### src/rtl/lbl_pkg.sv
// Shared codes and controller/datapath interface types for the LCA query core.
// No dependencies; used by lbl_ctrl, lbl_datapath and the top level.
package lbl_pkg;

  // Input field widths fixed by the item format.
  localparam int CMD_W = 2;
  localparam int LVL_W = 4;

  // Item command codes.
  typedef enum logic [CMD_W-1:0] {
    CMD_DEPTH = 2'd0,
    CMD_ANC   = 2'd1,
    CMD_QUERY = 2'd2
  } cmd_code_e;

  // Level used to address the ancestor table.
  typedef enum logic [1:0] {
    LVL_STEP = 2'd0,
    LVL_MID  = 2'd1,
    LVL_HI   = 2'd2,
    LVL_ZERO = 2'd3
  } lvl_sel_e;

  // Source of the query answer.
  typedef enum logic [1:0] {
    RES_NONE = 2'd0,
    RES_A    = 2'd1,
    RES_RDA  = 2'd2
  } res_src_e;

  // Commands from the controller to the datapath.
  typedef struct packed {
    logic     load_query;
    logic     order;
    logic     rd_en;
    lvl_sel_e rd_lvl;
    logic     lift_apply;
    logic     step_i;
    logic     round_init;
    logic     srch_apply;
    logic     jump_apply;
    logic     round_inc;
    logic     res_load;
    res_src_e res_src;
  } ctrl_cmd_t;

  // Status from the datapath to the controller.
  typedef struct packed {
    logic bad_nodes;
    logic dh_too_big;
    logic lift_bit;
    logic i_zero;
    logic rda_none;
    logic ab_equal;
    logic ab_none;
    logic search_open;
    logic hi_neg;
    logic round_last;
  } dp_stat_t;

endpackage

### src/rtl/lbl_ctrl.sv
// Controller of the LCA query core: sequences the depth compare, lift steps,
// search rounds and answer delivery. Depends on lbl_pkg; drives lbl_datapath.
module lbl_ctrl (
  input  logic               clk_i,
  input  logic               rst_ni,
  input  logic               accept_i,
  input  logic               query_i,
  input  logic               out_free_i,
  input  lbl_pkg::dp_stat_t  stat_i,
  output lbl_pkg::ctrl_cmd_t cmd_o,
  output logic               idle_o,
  output logic               out_load_o
);

  typedef enum logic [3:0] {
    S_IDLE,
    S_DEPTH,
    S_LIFT,
    S_LIFT_WAIT,
    S_ROUND,
    S_SRCH,
    S_SRCH_WAIT,
    S_PAR_WAIT,
    S_JUMP_WAIT,
    S_FINAL,
    S_DONE
  } state_e;

  state_e state_q, state_d;

  // Next state and datapath commands
  always_comb begin
    state_d        = state_q;
    cmd_o          = '0;
    cmd_o.rd_lvl   = lbl_pkg::LVL_STEP;
    cmd_o.res_src  = lbl_pkg::RES_NONE;
    out_load_o     = 1'b0;
    unique case (state_q)
      S_IDLE: begin
        if (accept_i && query_i) begin
          if (stat_i.bad_nodes) begin
            cmd_o.res_load = 1'b1;
            state_d        = S_DONE;
          end else begin
            cmd_o.load_query = 1'b1;
            state_d          = S_DEPTH;
          end
        end
      end
      S_DEPTH: begin
        cmd_o.order = 1'b1;
        if (stat_i.dh_too_big) begin
          cmd_o.res_load = 1'b1;
          state_d        = S_DONE;
        end else begin
          state_d = S_LIFT;
        end
      end
      S_LIFT: begin
        if (stat_i.lift_bit) begin
          cmd_o.rd_en = 1'b1;
          state_d     = S_LIFT_WAIT;
        end else if (stat_i.i_zero) begin
          state_d = S_ROUND;
        end else begin
          cmd_o.step_i = 1'b1;
        end
      end
      S_LIFT_WAIT: begin
        cmd_o.lift_apply = 1'b1;
        if (stat_i.rda_none) begin
          cmd_o.res_load = 1'b1;
          state_d        = S_DONE;
        end else if (stat_i.i_zero) begin
          state_d = S_ROUND;
        end else begin
          cmd_o.step_i = 1'b1;
          state_d      = S_LIFT;
        end
      end
      S_ROUND: begin
        if (stat_i.ab_equal) begin
          cmd_o.res_load = 1'b1;
          cmd_o.res_src  = lbl_pkg::RES_A;
          state_d        = S_DONE;
        end else if (stat_i.ab_none) begin
          cmd_o.res_load = 1'b1;
          state_d        = S_DONE;
        end else begin
          cmd_o.round_init = 1'b1;
          state_d          = S_SRCH;
        end
      end
      S_SRCH: begin
        cmd_o.rd_en = 1'b1;
        if (stat_i.search_open) begin
          cmd_o.rd_lvl = lbl_pkg::LVL_MID;
          state_d      = S_SRCH_WAIT;
        end else if (stat_i.hi_neg) begin
          cmd_o.rd_lvl = lbl_pkg::LVL_ZERO;
          state_d      = S_PAR_WAIT;
        end else begin
          cmd_o.rd_lvl = lbl_pkg::LVL_HI;
          state_d      = S_JUMP_WAIT;
        end
      end
      S_SRCH_WAIT: begin
        cmd_o.srch_apply = 1'b1;
        state_d          = S_SRCH;
      end
      S_PAR_WAIT: begin
        cmd_o.res_load = 1'b1;
        cmd_o.res_src  = lbl_pkg::RES_RDA;
        state_d        = S_DONE;
      end
      S_JUMP_WAIT: begin
        cmd_o.jump_apply = 1'b1;
        if (stat_i.round_last) begin
          state_d = S_FINAL;
        end else begin
          cmd_o.round_inc = 1'b1;
          state_d         = S_ROUND;
        end
      end
      S_FINAL: begin
        cmd_o.res_load = 1'b1;
        if (stat_i.ab_equal && !stat_i.ab_none) begin
          cmd_o.res_src = lbl_pkg::RES_A;
        end
        state_d = S_DONE;
      end
      S_DONE: begin
        if (out_free_i) begin
          out_load_o = 1'b1;
          state_d    = S_IDLE;
        end
      end
      default: state_d = S_IDLE;
    endcase
  end

  // Hold state
  always_ff @(posedge clk_i or negedge rst_ni) begin
    if (!rst_ni) begin
      state_q <= S_IDLE;
    end else begin
      state_q <= state_d;
    end
  end

  assign idle_o = state_q == S_IDLE;

`ifndef NO_ASSERTIONS
  a_accept_idle: assert property (@(posedge clk_i) disable iff (!rst_ni)
    accept_i |-> state_q == S_IDLE)
    else $error("item accepted while a query is in progress");
  a_load_free: assert property (@(posedge clk_i) disable iff (!rst_ni)
    out_load_o |-> out_free_i)
    else $error("answer loaded over an untaken item");
  a_res_done: assert property (@(posedge clk_i) disable iff (!rst_ni)
    cmd_o.res_load |=> state_q == S_DONE)
    else $error("answer latched without moving to delivery");
`endif

endmodule

### config.mk
export PLATFORM = sky130hd
export DESIGN_NAME = lbl_ctrl
export DESIGN_NICKNAME = d
export VERILOG_FILES = /design/src/rtl/lbl_pkg.sv /design/src/rtl/lbl_ctrl.sv
export SDC_FILE = /design/constraint.sdc
export NUM_CORES = 1
export LEC_CHECK = 0
export ABC_AREA = 1
export BUFFER_PORTS_ARGS = -buffer_cell sky130_fd_sc_hd__buf_2
export CORE_MARGIN = 2
export CORE_UTILIZATION = 33
export CTS_CLUSTER_DIAMETER = 100
export DETAILED_ROUTE_END_ITERATION = 8
export PLACE_DENSITY = 0.61
export SLEW_MARGIN = 20
export SYNTH_ARGS = -nofsm -noshare
export SYNTH_HDL_FRONTEND = slang
export SYNTH_SLANG_ARGS = --single-unit
export TNS_END_PERCENT = 30
### constraint.sdc
create_clock -name clk_i -period 1.6 [get_ports clk_i]
set_input_delay 0.08 -clock clk_i [delete_from_list [all_inputs] [get_ports clk_i]]
set_output_delay 0.08 -clock clk_i [all_outputs]
set_load 0.1 [all_outputs]
== Word-level counts from Yosys, hierarchy flattened ==
Index checks and enable logic that the tools add are counted.

* Flip-flop bits (word level): 4
* Logic and storage cells: 66
* Input bits: 15
* Output and inout bits: 16

* Muxes and demuxes: 46
* Reduce and logical (&&, ||, !) cells: 6
* Equality and inequality tests: 13

{| class="wikitable"
|+ Operator list
! kind !! count
|-
| two-way mux 4 bit || 12
|-
| case mux 4 bit (10 select lines) || 1
|-
| two-way mux 1 bit || 25
|-
| equality test 4 x 3 -> 1 bit (second input constant) || 4
|-
| equality test 4 bit (second input constant) || 3
|-
| equality test 4 x 2 -> 1 bit (second input constant) || 2
|-
| two-way mux 2 bit || 3
|-
| case mux 2 bit (3 select lines) || 1
|-
| case mux 1 bit (5 select lines) || 1
|-
| equality test 4 x 1 -> 1 bit (second input constant) || 1
|-
| zero test 4 bit || 1
|-
| case mux 1 bit (2 select lines) || 2
|-
| two-way mux 3 bit || 1
|-
| != test 3 bit (second input constant) || 1
|-
| AND reduction 3 bit || 1
|-
| logical AND 1 bit || 2
|-
| != test 2 x 1 -> 1 bit (second input constant) || 1
|-
| != test 2 bit (second input constant) || 1
|-
| OR reduction 2 bit || 1
|-
| zero test 1 bit || 1
|}

== Longest topological paths before layout ==
Gate-level depths: netlist of the first run.

* Depth in word-level cells: 4
* Mapped depth: 9
* Mapped depth without buffers: 9

== Worst setup path after synthesis of the first run ==
No wires, ideal clock.

* Path kind: reg2out
* Start: register state_q[3]
* End: output cmd_o[7] in the netlist's numbering
* Slack: -2.121 ns
* Data arrival time: 3.641 ns
* Path buffers: 0
* Cell stages (with the launch flop): 4
* Required time: 1.520 ns
* Cells stage by stage: dfrtp_1 > inv_2 > nand2_2 > o41ai_1

{| class="wikitable"
|+ RTL lines
! what !! line !! RTL
|-
| from (decl) || lbl_ctrl.sv:29 || <nowiki>state_e state_q, state_d;</nowiki>
|-
| from (signal assigned) || lbl_ctrl.sv:147 || <nowiki>state_q <= state_d;</nowiki>
|-
| to (decl) || lbl_ctrl.sv:10 || <nowiki>output lbl_pkg::ctrl_cmd_t cmd_o,</nowiki>
|}

==> results of run 1 <==
[metal layers]
metal / GRT usage / share of wire / up-vias
li1: - / - / 411
met1: 0.2641 / 0.39 / 383
met2: 0.3457 / 0.51 / 49
met3: 0.02400 / 0.077 / 6
met4: 0.05882 / 0.021 / 0
met5: 0 / 0 / -
[critical path, stage by stage (launching register included)]
cell	delay, ns
dfrtp_2	0.47
nor2_2	0.25
nand3_4	0.14
o2111ai_4	0.26
buf_12	0.21
[repair_timing]
action | in CTS | in global routing
endpoints found under the hold margin | 4 | 0
setup endpoints to repair | 2 | 7
pin swaps | 2 | 7
hold buffers | 1 | 0
resized for setup | 9 | 11
buffers inserted | 2 | 5
[worst paths after layout]
kind	to	from	slack [ns]	cells past startpoint
worst max-delay path	cmd_o[2]	state_q[1]$_DFFE_PN0P_	-0.04	4
worst min-delay path	state_q[1]$_DFFE_PN0P_	rst_ni	0.19	2
worst max register to register	state_q[1]$_DFFE_PN0P_	state_q[3]$_DFFE_PN0P_	0.19	9
worst min register to register	state_q[1]$_DFFE_PN0P_	state_q[1]$_DFFE_PN0P_	0.67	2
max in group asynchronous	state_q[2]$_DFFE_PN0P_	rst_ni	1.28	2
min in group clk_i	state_q[3]$_DFFE_PN0P_	out_free_i	0.25	4
[cell type report]
cell class | count | area [sq um]
Multi-Input combinational cell | 77 | 513.0
Inverter | 26 | 101.3
Clock buffer | 3 | 22.52
Fill cell | 115 | 360.3
Sequential cell | 4 | 103.9
Tap cell | 16 | 20.02
Timing Repair Buffer | 38 | 437.9
[cells in the mapped netlist (all sizes together)]
master,count
nand3,19
o2111ai,1
nand3b,1
dfrtp,4
nor3,1
nand2,30
o31ai,1
o41ai,1
nor2,23
inv,26
[layout by cell type (no fill, tap or decap), types with 3 or more instances in the layout]
| master | netlist | layout |
|---|---|---|
| buf_12 | 0 | 15 |
| clkbuf_4 | 0 | 3 |
| nor2_2 | 4 | 7 |
| nor2_4 | 2 | 7 |
| nand3_1 | 18 | 17 |
| nand2_2 | 2 | 7 |
| dfrtp_2 | 0 | 3 |
| nand2_1 | 28 | 21 |
| inv_1 | 22 | 20 |
| nor2_1 | 17 | 9 |
| buf_2 | 0 | 15 |
| buf_4 | 0 | 7 |
| inv_2 | 4 | 5 |
[logic make-up after synthesis]
group / share of synthesized area
flops: 0.1774
simple gates: 0.6053
compound gates: 0.04436
buf+inv: 0.1729
[stage by stage]
stage	hold WS (ns)	area [sq um]	std cells	power, uW
floorplan	-0.2156	650.6	107	1398
global placement	-0.1141	1046	153	1900
detailed placement	-0.1124	1046	153	1903
CTS	0.1745	1119	159	2112
global route	0.2010	1199	164	2428
finish	0.1868	1199	164	2316
[power breakdown]
group	leakage (uW)	internal (uW)	switching (uW)
combinational	0.000612	664	1300
sequential	0.0000477	148	76.4
clock	0.0000138	83.7	38.5
==> flow_metrics.tcl, run 1 <==
set metrics [dict create \
    clkTransAtPathRegs_ns 0.04 \
    fmax_mhz 608.6 \
    slew_headroom 0.6792 \
    finalCoreUtilization 0.7689 \
    seq_area_frac_synth 0.1774 \
    layout.nets 165 \
    finalHoldViolations 0 \
    synth_cell_types 15 \
    peakVddDrop_mv 1.553 \
    grt_pass1_vias 722 \
    critPathLaunchType "flop" \
    synthToLayoutAreaGrowth_pct 112.4 \
    tns_ns -0.06051 \
    final_max_slew_viol_count 0 \
    postSynthCellCount 107 \
    cts_num_sinks 4 \
    path_max_fanout 6 \
    vias 849 \
    antenna_found_initial 0 \
    rsz0062_at_grt "yes" \
    largestRegisters "state_q: 4 flops" \
    die_y_um 45.35 \
    grt_first_pass_wirelength_um 3042 \
    drc 0 \
    clock_path_buffers 2 \
    die-area_sq_um 2057 \
    ant_nets 0 \
    skew_ns 0.003204 \
    core_area_sq_um 1559 \
    grt_max_degree 8 \
    root_buffer "clkbuf_4" \
    pre_cts_ws_ns 0.1101 \
    synth_area_leaders "nand2_1 (19%), dfrtp_1 (18%), nand3_1 (16%)" \
    violations "setup timing" \
    largest-register "state_q" \
    worst_slew_pin_slew_ns 0.4846 \
    max-cap-violations 0 \
    cts_tree "built" \
    drt_iter0_drc 26 \
    die_w_um 45.35 \
    vias_per_cell 5.177 \
    path_class "flop to output pin" \
    track_usage 0.2018 \
    routed_wirelength_um 2076 \
    fin_ws_ns -0.04306 \
    status "complete, but fails checks" \
    yosys_warnings 0 \
    layout-drive-gt1-share 0.5270 \
    hp-class "input port to asynchronous set/reset pin" \
    powerDensity_nw_per_um2 1932 \
    drtPass1Iterations 4 \
    synth_nets 122 \
    yosys.area.top_type "nand2_1" \
    setup_violations 2 \
    p_leak_uw 0.0006739 \
    min_period_ns 1.643 \
    numCtsBuffers 3 \
    period_share 1.027 \
    gr-total-overflow 0 \
    clk_latency_ns 0.23 \
    htreeDepth 1 \
    setup.worst_path.end_class "output pin" \
    routabilityCongestion 0.9140 \
    ys_ff_latch 4 \
    largest_reg_flops 4 \
    initial_utilization 0.3620 \
    cp.arrival_ns 1.56 \
    n_antenna_cell 0 \
    synth_top_area_frac 0.1863 \
    row_count 14 \
    io_buffers 30 \
    avgRoutedWirePerCell_um 12.66 \
    required_ns 1.52 \
    syn_area_per_cell_sq_um 5.274 \
    dp_hpwl_um 1503 \
    pin_count 31 \
    synth_area_sq_um 564.3 \
]
Power figures use the tool's default switching activity.
==> run 2: changes to the inputs <==
--- a/config.mk
+++ b/config.mk
@@ -11,6 +11,7 @@
 export CORE_UTILIZATION = 33
 export CTS_CLUSTER_DIAMETER = 100
 export DETAILED_ROUTE_END_ITERATION = 8
+export MAX_ROUTING_LAYER = met4
 export PLACE_DENSITY = 0.61
 export SLEW_MARGIN = 20
 export SYNTH_ARGS = -nofsm -noshare
==> flow_metrics.tcl, run 2 (synthesized netlist as in run 1, its figures left out) <==
set metrics [dict create \
    largestRegisters "state_q: 4 flops" \
    final_max_slew_viol_count 0 \
    largest-register "state_q" \
    largest_reg_flops 4 \
    die_y_um 45.35 \
    root_buffer "clkbuf_4" \
    die-area_sq_um 2057 \
    layout.nets 160 \
    fmax_mhz 626.5 \
    combPwrFrac 0.829 \
    p_leak_uw 0.0006516 \
    avgRoutedWirePerCell_um 11.79 \
    grt_first_pass_wirelength_um 3036 \
    vias_per_cell 4.893 \
    n_antenna_cell 0 \
    skew_ns 0.006397 \
    routabilityCongestion 0.9133 \
    clock_path_buffers 2 \
    hp-class "input port to asynchronous set/reset pin" \
    initial_utilization 0.3620 \
    powerDensity_nw_per_um2 1887 \
    io_buffers 30 \
    cts_tree "built" \
    die_w_um 45.35 \
    layout-drive-gt1-share 0.5175 \
    fin_ws_ns 0.003788 \
    drc 0 \
    grt_pass1_vias 720 \
    critPathLaunchType "flop" \
    most-common-layout-cells "nand2_1 (21), inv_1 (20), nand3_1 (16)" \
    max-cap-violations 0 \
    multi_input_area_sq_um 501.7 \
    dp_cells 153 \
    row_count 14 \
    core_area_sq_um 1559 \
    finalCoreUtilization 0.7416 \
    clkTransAtPathRegs_ns 0.04 \
    instances_no_fill 159 \
    setup.worst_path.end_class "output pin" \
    period_share 0.9976 \
    p_int_uw 816.1 \
    grt_max_degree 8 \
    gr-total-overflow 0 \
    final_common_cell "nand2_1" \
    slew_headroom 0.6810 \
    critical_path.max_stage_delay_ns 0.48 \
    fill_cells 119 \
    routed_wirelength_um 1874 \
    path_max_fanout 6 \
    switchingPower_uw 1366 \
    dp_hpwl_um 1556 \
    min_period_ns 1.596 \
    cp.arrival_ns 1.52 \
    design_area_sq_um 1156 \
    drt_iter0_drc 20 \
    switching_share 0.6260 \
    path_class "flop to output pin" \
    seqCellArea_sq_um 105.1 \
    setup_violations 0 \
    status "finished clean" \
    path_cells "nor2_4 -> nand3_2 -> o2111ai_2 -> buf_12" \
    ant_nets 0 \
    antenna_found_initial 0 \
    htreeDepth 1 \
    drtPass1Iterations 4 \
    pre_cts_ws_ns 0.07010 \
    required_ns 1.52 \
    pin_count 31 \
    cts_num_sinks 4 \
    worst_slew_pin_slew_ns 0.4818 \
    track_usage 0.2059 \
    finalHoldViolations 0 \
    vias 778 \
    synthToLayoutAreaGrowth_pct 104.9 \
    clk_latency_ns 0.24 \
    rsz0062_at_grt "yes" \
    slowest_stage "dfrtp_2" \
    peakVddDrop_mv 1.527 \
    pwr-share-seq 0.113 \
    p_clk_frac 0.058 \
    numCtsBuffers 3 \
    dpl_cell_area_sq_um 1046 \
]
run 2: changes by cell type in the layout (fill, tap and decap cells not counted), moves of 2 or more:
cell     previous run  this run
buf_4               7         2
inv_2               5         3
inv_4               0         2
nand3_2             1         3
nor2_2              7         5
run 2: metal layers:
layer | share of wire | wire (um) | up-vias | track usage
met1 | 0.42 | 788 | 347 | 0.2610
li1 | - | - | 401 | -
met2 | 0.51 | 965 | 28 | 0.3343
met5 | 0 | 0 | - | -
met3 | 0.054 | 101 | 2 | 0.02400
met4 | 0.010 | 19 | 0 | 0.07647
run 2: power by group through the flow:
stage	sequential [uW]	clock (uW)	combinational (uW)
after CTS	219	135	1760
after floorplan	188	0	1210
after detailed placement	194	0	1720
final	246	126	1810
after global routing	256	137	1900
after global placement	192	0	1710
run 2: worst max-delay path: cells and delay by family (launching register included):
family | cells | cell delay (ns)
AOI/OAI and AO/OA | 1 | 0.29
buffers and inverters | 1 | 0.21
DFF | 1 | 0.48
and+or+nand+nor | 2 | 0.29
run 2: through the flow:
stage | hold WS (ns) | total power (uW) | TNS [ns]
3_3_place_gp | -0.1137 | 1901 | 0
3_5_place_dp | -0.1121 | 1914 | 0
2_1_floorplan | -0.2156 | 1398 | -1.368
6_report | 0.1820 | 2182 | 0
5_1_grt | 0.1949 | 2297 | -0.1236
4_1_cts | 0.1607 | 2113 | -0.1030
run 2: cell type report:
type / count / share of cell area
clock buffers: 3 / 0.01948
inverters: 26 / 0.09199
multi-input cells: 77 / 0.4340
flip-flops and latches: 4 / 0.09091
well taps: 16 / 0.01732
repair buffers: 33 / 0.3463
run 2: path summary, 6_finish.rpt:
check | end | startpoint | slack (ns) | cells after the start
setup / recovery | cmd_o[2] | state_q[1]$_DFFE_PN0P_ | 0.004 | 4
hold / removal | state_q[0]$_DFFE_PN0P_ | rst_ni | 0.18 | 2
setup reg to reg | state_q[3]$_DFFE_PN0P_ | state_q[1]$_DFFE_PN0P_ | 0.24 | 8
hold reg to reg | state_q[1]$_DFFE_PN0P_ | state_q[1]$_DFFE_PN0P_ | 0.65 | 2
max in group asynchronous | state_q[2]$_DFFE_PN0P_ | rst_ni | 1.28 | 2
min in group clk_i | state_q[0]$_DFFE_PN0P_ | stat_i[1] | 0.23 | 5
run 2: what timing repair did:
action	4_1_cts	5_1_grt
cloned	0	0
hold buffers	1	0
buffers inserted	0	2
pin swaps	1	5
resized for setup	11	11
endpoints found under the hold margin	4	0
endpoints found under the setup margin	3	7
